$ cat src/design/bbw_pkg.sv
// Shared types and constants of the box blur window block.
package bbw_pkg;

    localparam int PIX_W     = 8;
    localparam int DIM_W     = 12;
    localparam int RAD_CFG_W = 3;
    localparam int ROW_W     = 12;
    localparam int OCOL_W    = 11;
    localparam int CFG_IDX_W = 2;

    typedef logic [PIX_W-1:0]  t_pix;
    typedef logic [DIM_W-1:0]  t_dim;
    typedef logic [ROW_W-1:0]  t_row;
    typedef logic [OCOL_W-1:0] t_ocol;

    typedef enum logic [CFG_IDX_W-1:0] {
        CFG_WIDTH  = 2'd0,
        CFG_HEIGHT = 2'd1,
        CFG_RADIUS = 2'd2
    } t_cfg_idx;

endpackage

$ cat src/design/bbw_mean.sv
// Window mean: window sum divided by the squared side through a reciprocal product.
module bbw_mean #(
    parameter int MAX_RADIUS = 7
) (
    input  logic [$clog2((2*MAX_RADIUS+1)*(2*MAX_RADIUS+1)*255+1)-1:0] i_sum,
    input  logic [$clog2(MAX_RADIUS+1)-1:0]                            i_rad,
    output bbw_pkg::t_pix                                              o_mean
);
    import bbw_pkg::*;

    localparam int SUM_W  = $clog2((2*MAX_RADIUS+1)*(2*MAX_RADIUS+1)*255+1);
    localparam int PROD_W = SUM_W + 33;

    // ceil(2^32 / side^2): exact quotient for every sum this block can form
    logic [32:0] recip [0:MAX_RADIUS];

    for (genvar g = 0; g <= MAX_RADIUS; g++) begin : g_recip
        localparam longint DIV = (2*g+1) * (2*g+1);
        localparam longint RCP = ((64'd1 << 32) + DIV - 1) / DIV;
        assign recip[g] = RCP[32:0];
    end

    logic [PROD_W-1:0] prod;

    assign prod   = PROD_W'(i_sum) * PROD_W'(recip[i_rad]);
    assign o_mean = prod[32 +: PIX_W];
endmodule

$ cat config.mk
export PLATFORM = sky130hd
export DESIGN_NAME = bbw_mean
export DESIGN_NICKNAME = d
export VERILOG_FILES = /design/src/design/bbw_pkg.sv /design/src/design/bbw_mean.sv
export SDC_FILE = /design/constraint.sdc
export NUM_CORES = 1
export LEC_CHECK = 0
export BUFFER_PORTS_ARGS = -buffer_cell sky130_fd_sc_hd__buf_2
export CAP_MARGIN = 20
export CORE_MARGIN = 2
export CORE_UTILIZATION = 26
export DETAILED_ROUTE_END_ITERATION = 8
export PLACE_DENSITY = 0.46
export SLEW_MARGIN = 25
export SYNTH_ARGS = -nofsm -noshare
export SYNTH_HDL_FRONTEND = slang
export SYNTH_SLANG_ARGS = --single-unit
$ cat constraint.sdc
create_clock -name vclk -period 8.8
set_input_delay 0.88 -clock vclk [all_inputs]
set_output_delay 0.88 -clock vclk [all_outputs]
set_load 0.01 [all_outputs]
---- After elaboration in Yosys (flattened, before gate mapping) ----
Memories as Yosys holds them, arrays and structs flattened.
Cells that the tools add are included.
cells by class
  $mul .................................... 1
  magnitude comparators ................... 1
  mux-type cells .......................... 2
  bitwise operators ....................... 1
operators with widths
  operator                                    count
  2-to-1 mux 33 bit                           2
  multiplier 16 x 33 -> 40 bit                1
  >= comparator 4 bit, second input constant  1
  NOT 3 -> 4 bit                              1
storage, ports and cells
  register bits after elaboration ......... 0
  memory bits (read-only) ................. 264
  input bits .............................. 19
  output and inout bits ................... 8
  memories ................................ 1
memories
  memory            depth  width  rd ports  clocked after memory_dff  wr ports  RTL line        RTL
  (name not given)  8      33     1         0                         0         bbw_mean.sv:25  assign prod = PROD_W'(i_sum) * PROD_W'(recip[i_rad]);

---- Logic depth before layout (Yosys ltp) ----
Gate-level depths: netlist of run 1.
  word-level depth ........................ 5
  mapped depth ............................ 27

---- Worst setup path before layout of run 1 ----
OpenSTA, ideal clock, no wires.
  path type ............................... input -> output
  start ................................... input i_rad[1]
  end ..................................... output o_mean[4]
  arrival ................................. 6.790 ns
  required time ........................... 7.920 ns
  setup slack ............................. 1.130 ns
  stages on the path ...................... 25
  path buffers ............................ 2
  cells stage by stage .................... inv_1 > ha_1 > nor2b_1 > clkbuf_1 > clkbuf_1 > nand2_1 > fa_1 > inv_1 > fa_1 > inv_1 > fa_1 > inv_1 > fa_1 > fa_1 > inv_1 > fa_1 > inv_1 > ha_1 > a21oi_1 > o21ai_0 > a211oi_1 > a311oi_2 > a221o_2 > a21oi_2 > xnor2_1
between the ends
  word-level cells in the longest chain between the ends .. 5
ends and longest elaborated chain
  element                                               RTL line        RTL
  start: declaration                                    bbw_mean.sv:6   input logic [$clog2(MAX_RADIUS+1)-1:0] i_rad,
  NOT 3 -> 4 bit (not written as such)                  bbw_mean.sv:25
  memory read (8 x 33 bit)                              n/a
  2-to-1 mux 33 bit (not written as such) (2 in a row)  bbw_mean.sv:25
  multiplier 16 x 33 -> 40 bit                          bbw_mean.sv:25
  end: declaration                                      bbw_mean.sv:7   output bbw_pkg::t_pix o_mean
Every way passes these cells. The select of a mux whose other input is x is not followed.

---- Final worst setup path of run 1 ----
  start ................................... input i_rad[1]
  end ..................................... output o_mean[7]
Same word-level chain as after synthesis.

==> results by stage, run 1 <==
Global routing:
- The global-route wire length before repair is 68900 um.
- In the global route stage, overall resource usage came out at between 10% and 20%.
- The number of global-route vias before repair is approximately 11000.
- The pin count of the biggest net entering global routing is 36.
- The initial antenna violation count is 1.
- The leftover overflow at the end of global routing is 0.

Route:
- The detailed-route vias per instance is 4.43.
- The final routed wirelength across all metal layers is roughly 44000 um.
- The detailed router finished its first iteration with roughly 630 violations.
- The first-pass iteration count of the detailed router is 5.
- The post-detailed-route DRC marker count is 0.
- The detailed router placed ~9800 vias in this run.
- The number of nets with antenna violations after detailed routing is 0.
- After detailed routing, the average wire length per cell comes to slightly above 20 um.

Clock tree:
- Post-CTS timing repair inserted 0 buffers for setup.
- The post-cts sizing count is 0.
- The count of hold buffers inserted by post-cts repair is 0.

Outcome:
- The flow ran to the end, and the final reports show no timing, DRC or antenna violations.

Floorplanning:
- In this run the core area contains 83 standard-cell rows.
- From left edge to right edge, the die measures about 230 um.
- The vertical die dimension is 231 um.
- The die outline area is 53100 um2.
- For this configuration, the core starts out at a cell density of 26.2%.
- The floorplan core area is about 51000 um2.
- The top-level port count is 27.

Layout:
- The area of the multi-input gates is 11500 um2.
- The total of fill cells in the finished design is 5446.
- In the final layout, the share of cells above drive strength 1 is under 10%.
- The count of nets after finishing is around 2000.
- The flip-flop and latch count is 0.
- The clock buffer count is 0.
- The synthesis-to-layout area growth is 8.81%.
- The sequential cells in the finished layout cover a total of 0 um2.

Run:
- The max capacitance violation total is 0.

Synthesis:
- For this run, the register share of the synthesized area comes to 0%.
- The netlist area before placement is between 10000 and 15000 um2.
- After synthesis, the largest family of logic cells by area is adder cells.
- The number of nets produced by synthesis is 1992.
- Counting every instance in the synthesized netlist gives between 1500 and 2000.
- Summing the areas of all and, or, nand and nor instances in the mapped netlist gives about 16% of the synthesized area.
- The xor/xnor share of the synthesized area is under 10%.
- The share of the synthesized area in compound gates (AO/OA/AOI/OAI) is 3.40%.
- Yosys printed 0 warnings.
- After synthesis, the share of cell area in mux cells is 0.0750%.
- The unique cell type count in the Yosys netlist is 47.
- In this run the mean area of a mapped cell was slightly below 9 um2.
- The synthesized netlist devotes approximately two thirds of its cell area to adder and majority cells.

Critical path:
- The startpoint kind of the worst setup timing path is a primary input.
- The path type of the worst setup path is primary input to output port.
- The data required time of the worst path is between 7 and 8 ns.
- For the worst setup path, the data arrival time is 7.63 ns.
- Along the worst path, the maximum fanout reaches 9.
- The capturing element type of the critical path is an output port.

Timing:
- The worst path uses about 97% of the clock period.
- Headroom to the max-slew limit came out at slightly below 50%.
- The hold violation total from the final report is 0.
- The total count of max-transition violations in the final report is 0.
- Setup repair after global routing left no endpoint under its margin.
- At the pin with the least slew margin, the transition time is roughly 0.76 ns.
- The setup TNS is 0 ns.
- The post-layout minimum cycle time is 8.51 ns.
- The highest attainable clock frequency is approximately 120 MHz.
- The count of endpoints failing setup in the final report is 0.

Placement:
- During placement, the flow inserted port buffers numbering 27.
- The HPWL reported at the end of detailed placement is roughly 38000 um.
- The placer congestion estimate is approximately 0.9.

Worst hold path:
- The worst hold path cell count is 6.
- The worst hold path belongs to the class primary input to output port.
==> worst max-delay path, stage by stage <==
cell and delay, ns:
sky130_fd_sc_hd__buf_2 0.12, sky130_fd_sc_hd__inv_1 0.13, sky130_fd_sc_hd__ha_1 0.30, sky130_fd_sc_hd__nor2b_1 0.29, sky130_fd_sc_hd__buf_4 0.29, sky130_fd_sc_hd__nand2_1 0.16
sky130_fd_sc_hd__inv_1 0.28, sky130_fd_sc_hd__fa_1 0.47, sky130_fd_sc_hd__inv_1 0.08, sky130_fd_sc_hd__fa_1 0.40, sky130_fd_sc_hd__inv_1 0.08, sky130_fd_sc_hd__fa_1 0.45
sky130_fd_sc_hd__fa_1 0.54, sky130_fd_sc_hd__fa_1 0.52, sky130_fd_sc_hd__inv_1 0.05, sky130_fd_sc_hd__fa_1 0.48, sky130_fd_sc_hd__inv_1 0.05, sky130_fd_sc_hd__ha_1 0.32
sky130_fd_sc_hd__nand4_1 0.21, sky130_fd_sc_hd__nor4_1 0.47, sky130_fd_sc_hd__and4b_1 0.25, sky130_fd_sc_hd__o21ai_0 0.08, sky130_fd_sc_hd__nand4_1 0.11, sky130_fd_sc_hd__buf_4 0.19
sky130_fd_sc_hd__a31oi_1 0.12, sky130_fd_sc_hd__xnor2_1 0.16, sky130_fd_sc_hd__buf_2 0.15
==> cell type report <==
| cell class | instances | share of cell area [%] |
|---|---|---|
| multi-input cells | 1014 | 79.2 |
| inverters | 430 | 11.1 |
| well taps | 680 | 5.86 |
| repair buffers | 76 | 3.81 |
| diodes | 1 | 0.0172 |
==> Yosys cell counts (3+ instances only) <==
cell | number | share of area [%]
sky130_fd_sc_hd__inv_1 | 429 | 12
sky130_fd_sc_hd__fa_1 | 373 | 56
sky130_fd_sc_hd__nand2_1 | 240 | 6.8
sky130_fd_sc_hd__and2_1 | 114 | 5.3
sky130_fd_sc_hd__ha_1 | 95 | 8.9
sky130_fd_sc_hd__clkbuf_1 | 59 | 1.7
sky130_fd_sc_hd__nor2_1 | 22 | 0.62
sky130_fd_sc_hd__nand3_1 | 20 | 0.75
sky130_fd_sc_hd__a21oi_1 | 19 | 0.71
sky130_fd_sc_hd__o21ai_0 | 19 | 0.71
sky130_fd_sc_hd__xnor2_1 | 17 | 1.1
sky130_fd_sc_hd__nor2b_1 | 16 | 0.75
sky130_fd_sc_hd__and3_1 | 10 | 0.47
sky130_fd_sc_hd__nand2b_1 | 10 | 0.47
sky130_fd_sc_hd__nor3_1 | 7 | 0.26
sky130_fd_sc_hd__nand4_1 | 6 | 0.28
sky130_fd_sc_hd__a211oi_1 | 5 | 0.28
sky130_fd_sc_hd__o211ai_1 | 4 | 0.23
sky130_fd_sc_hd__xor2_1 | 4 | 0.26
sky130_fd_sc_hd__and4_1 | 3 | 0.20
==> stage by stage <==
step	hold WS (ns)	setup WS (ns)	instances	utilization [%]	cell area [um2]
4_1_cts	2.64	0.228	2200	28.5	14500
6_report	2.63	0.288	2201	28.5	14500
3_3_place_gp	2.62	0.274	2200	28.5	14500
5_1_grt	2.68	0.0182	2200	28.5	14500
2_1_floorplan	2.15	1.13	1505	-	13300
3_5_place_dp	2.63	0.279	2200	28.5	14500
==> cell families (layout without fill, tap and decap cells) <==
| logic type | Yosys count | count (layout) |
|---|---|---|
| other cells | 0 | 1 |
| xor+xnor | 21 | 21 |
| compound gates | 69 | 69 |
| simple gates | 455 | 455 |
| buf+inv | 491 | 506 |
| mux | 1 | 1 |
| fa+ha+maj | 468 | 468 |
==> final timing paths <==
check  startpoint   endpoint  slack (ns)
min     i_sum[13]  o_mean[7]        2.63
max      i_rad[1]  o_mean[7]        0.29
==> layout by cell type (no fill, tap or decap), types with 4 or more instances in the layout <==
cell type                  instances
sky130_fd_sc_hd__inv_1           429
sky130_fd_sc_hd__fa_1            373
sky130_fd_sc_hd__nand2_1         238
sky130_fd_sc_hd__and2_1          113
sky130_fd_sc_hd__ha_1             95
sky130_fd_sc_hd__buf_4            45
sky130_fd_sc_hd__buf_2            27
sky130_fd_sc_hd__nor2_1           22
sky130_fd_sc_hd__nand3_1          20
sky130_fd_sc_hd__a21oi_1          19
sky130_fd_sc_hd__o21ai_0          17
sky130_fd_sc_hd__xnor2_1          17
sky130_fd_sc_hd__nor2b_1          16
sky130_fd_sc_hd__nand2b_1         10
sky130_fd_sc_hd__and3_1           10
sky130_fd_sc_hd__nor3_1            7
sky130_fd_sc_hd__nand4_1           6
sky130_fd_sc_hd__a211oi_1          5
sky130_fd_sc_hd__o211ai_1          4
sky130_fd_sc_hd__xor2_1            4
sky130_fd_sc_hd__buf_12            4
==> metal layers <==
layer  global-route usage (%)  share of wire [%]  vias to the layer above
met3                     1.88                4.9                       58
li1                         -                  -                     4337
met1                     23.7                 43                     5104
met4                     5.67                4.1                        0
met2                     28.8                 48                      260
met5                        0                  0                        -
Power of run 1 is left out: the tool's default activity adds up to more than one toggle a clock period on the data nets, which glitch-free logic cannot reach.
==> run 2, diff against run 1 <==
==> constraint.sdc (replaced) <==
create_clock -name vclk -period 10.2
set_input_delay 1.02 -clock vclk [all_inputs]
set_output_delay 1.02 -clock vclk [all_outputs]
set_load 0.01 [all_outputs]
==> run 2 against run 1 <==
Compared with the run above: sequential share of layout area stayed put; non-clock buffer count is 25 lower; global-route usage is 0.17 points lower; count of clock-buffer cells in the layout stayed put.
==> results by stage, run 2 (synthesis gave the netlist of run 1 again) <==
Worst hold path:
- The worst hold-check path type is primary input to output port.
- The worst hold path cell count is 6.

Critical path:
- The startpoint kind of the worst setup timing path is a primary input.
- The data arrival time of the critical path is slightly below 9 ns.
- The path type of the worst setup path is primary input to output port.
- The delay of the slowest cell on the worst path is ~0.55 ns.
- The number of stages on the worst setup path is 26.
- Data on the critical path is required at its endpoint by between 9 and 10 ns.
- The combined buffer and inverter count along the critical path is 9.
- The largest delay contributor family on the critical path is adder cells.
- The worst-path maximum fanout is 16.
- The slowest stage of the critical path belongs to the cell sky130_fd_sc_hd__fa_1.
- STA classifies the critical path endpoint as an output port.
- The most frequent cell on the critical path is sky130_fd_sc_hd__fa_1.

Clock tree:
- Gates resized during post-CTS repair numbered 0.
- After clock tree synthesis, the setup repair step added 0 buffers.
- In this run, post-CTS hold repair placed 0 buffers.

Timing:
- Setup repair after global routing left no endpoint under its margin.
- The total count of max-transition violations in the final report was 0.
- The post-layout minimum cycle time is around 10 ns.
- For the pin with the worst max-slew slack, the measured transition is 0.943 ns.
- The hold violation total from the final report came to 0.
- The headroom to the max-slew limit is a little under two fifths.
- The period utilization is a little over nine tenths.
- Setup violations remaining at the end of the flow were counted as 0.
- The highest attainable clock frequency is about 100 MHz.
- For the final routed database, the setup TNS stands at 0 ns.

Route:
- The routed layout has around 9700 vias.
- In the final routed layout, each cell accounts on average for around 20 um.
- The final routed wirelength across all metal layers is about 44000 um.
- The detailed-route vias per instance is 4.46.
- The number of nets with antenna violations after detailed routing is 0.
- The detailed router's first-iteration violation count is between 600 and 700.
- Before antenna repair, the detailed router went through 5 iterations.
- In the routed design, unresolved DRC markers number 0.

Layout:
- The final layout contains ~2000 nets.
- The synthesis-to-layout area growth is 6.99%.
- The library cells used most frequently in the layout, excluding fill and tap cells, are sky130_fd_sc_hd__inv_1 (429), sky130_fd_sc_hd__fa_1 (373), sky130_fd_sc_hd__nand2_1 (240).
- The clock buffer count is 0.
- Registers take 0 um2.
- The most common cell after layout, fill and taps aside is sky130_fd_sc_hd__inv_1.
- The share of cells above drive strength 1 is between 3 and 4%.
- In the finished design the tool counted flip-flops and latches totalling 0.

Global routing:
- The leftover overflow at the end of global routing is 0.
- The pin count of the biggest net entering global routing is 26.
- The global-route wire length before repair is 68100 um.
- The number of global-route vias before repair is approximately 11000.
- The global routing usage summed across all routing layers is 17.2%.
- The initial antenna violation count is 1.

Placement:
- The count of buffers inserted at the top-level ports is 27.
- The placer congestion estimate is around 0.94.
- The HPWL reported at the end of detailed placement is between 30000 and 40000 um.

Outcome:
- The flow ran to the end, and the final reports show no timing, DRC or antenna violations.

Run:
- The max capacitance violation total is 0.

Floorplanning:
- The floorplan step defined a core boundary enclosing between 50000 and 60000 um2.
- The initial utilization of the core area, before any placement, comes to between 20% and 30%.
- The vertical die dimension is ~230 um.
- The x dimension of the die is 231 um.
- After floorplanning, the core was divided into a little over 80 placement rows.
- The top-level port count is 27.
- The floorplan step defined a die boundary enclosing 53100 um2.
==> run 2: stage by stage <==
step,setup slack [ns],util (%),cell area (um2),instances,hold WS [ns]
2_1_floorplan,2.25,-,13300,1505,2.43
3_3_place_gp,0.614,28.0,14300,2175,2.92
3_5_place_dp,0.606,28.0,14300,2175,2.87
4_1_cts,0.584,28.0,14300,2175,2.88
5_1_grt,0.119,28.0,14300,2175,2.94
6_report,0.407,28.0,14300,2176,2.88
==> run 2: cell type report <==
type / instances / area, um2
diodes: 1 / 2.50
fillers: 5462 / 36700
inverters: 430 / 1610
multi-input cells: 1014 / 11500
well taps: 680 / 851
repair buffers: 51 / 315
==> run 2: final timing paths <==
check	startpoint	end	slack, ns
hold / removal	i_sum[13]	o_mean[7]	2.88
setup / recovery	i_rad[1]	o_mean[7]	0.41
==> run 2: routing by layer <==
metal / track usage [%] / routed length (um) / up-vias
met5: 0 / 0 / -
met2: 29.7 / 21800 / 250
met3: 1.98 / 2120 / 51
li1: - / - / 4289
met1: 23.0 / 18900 / 5107
met4: 4.15 / 1280 / 0
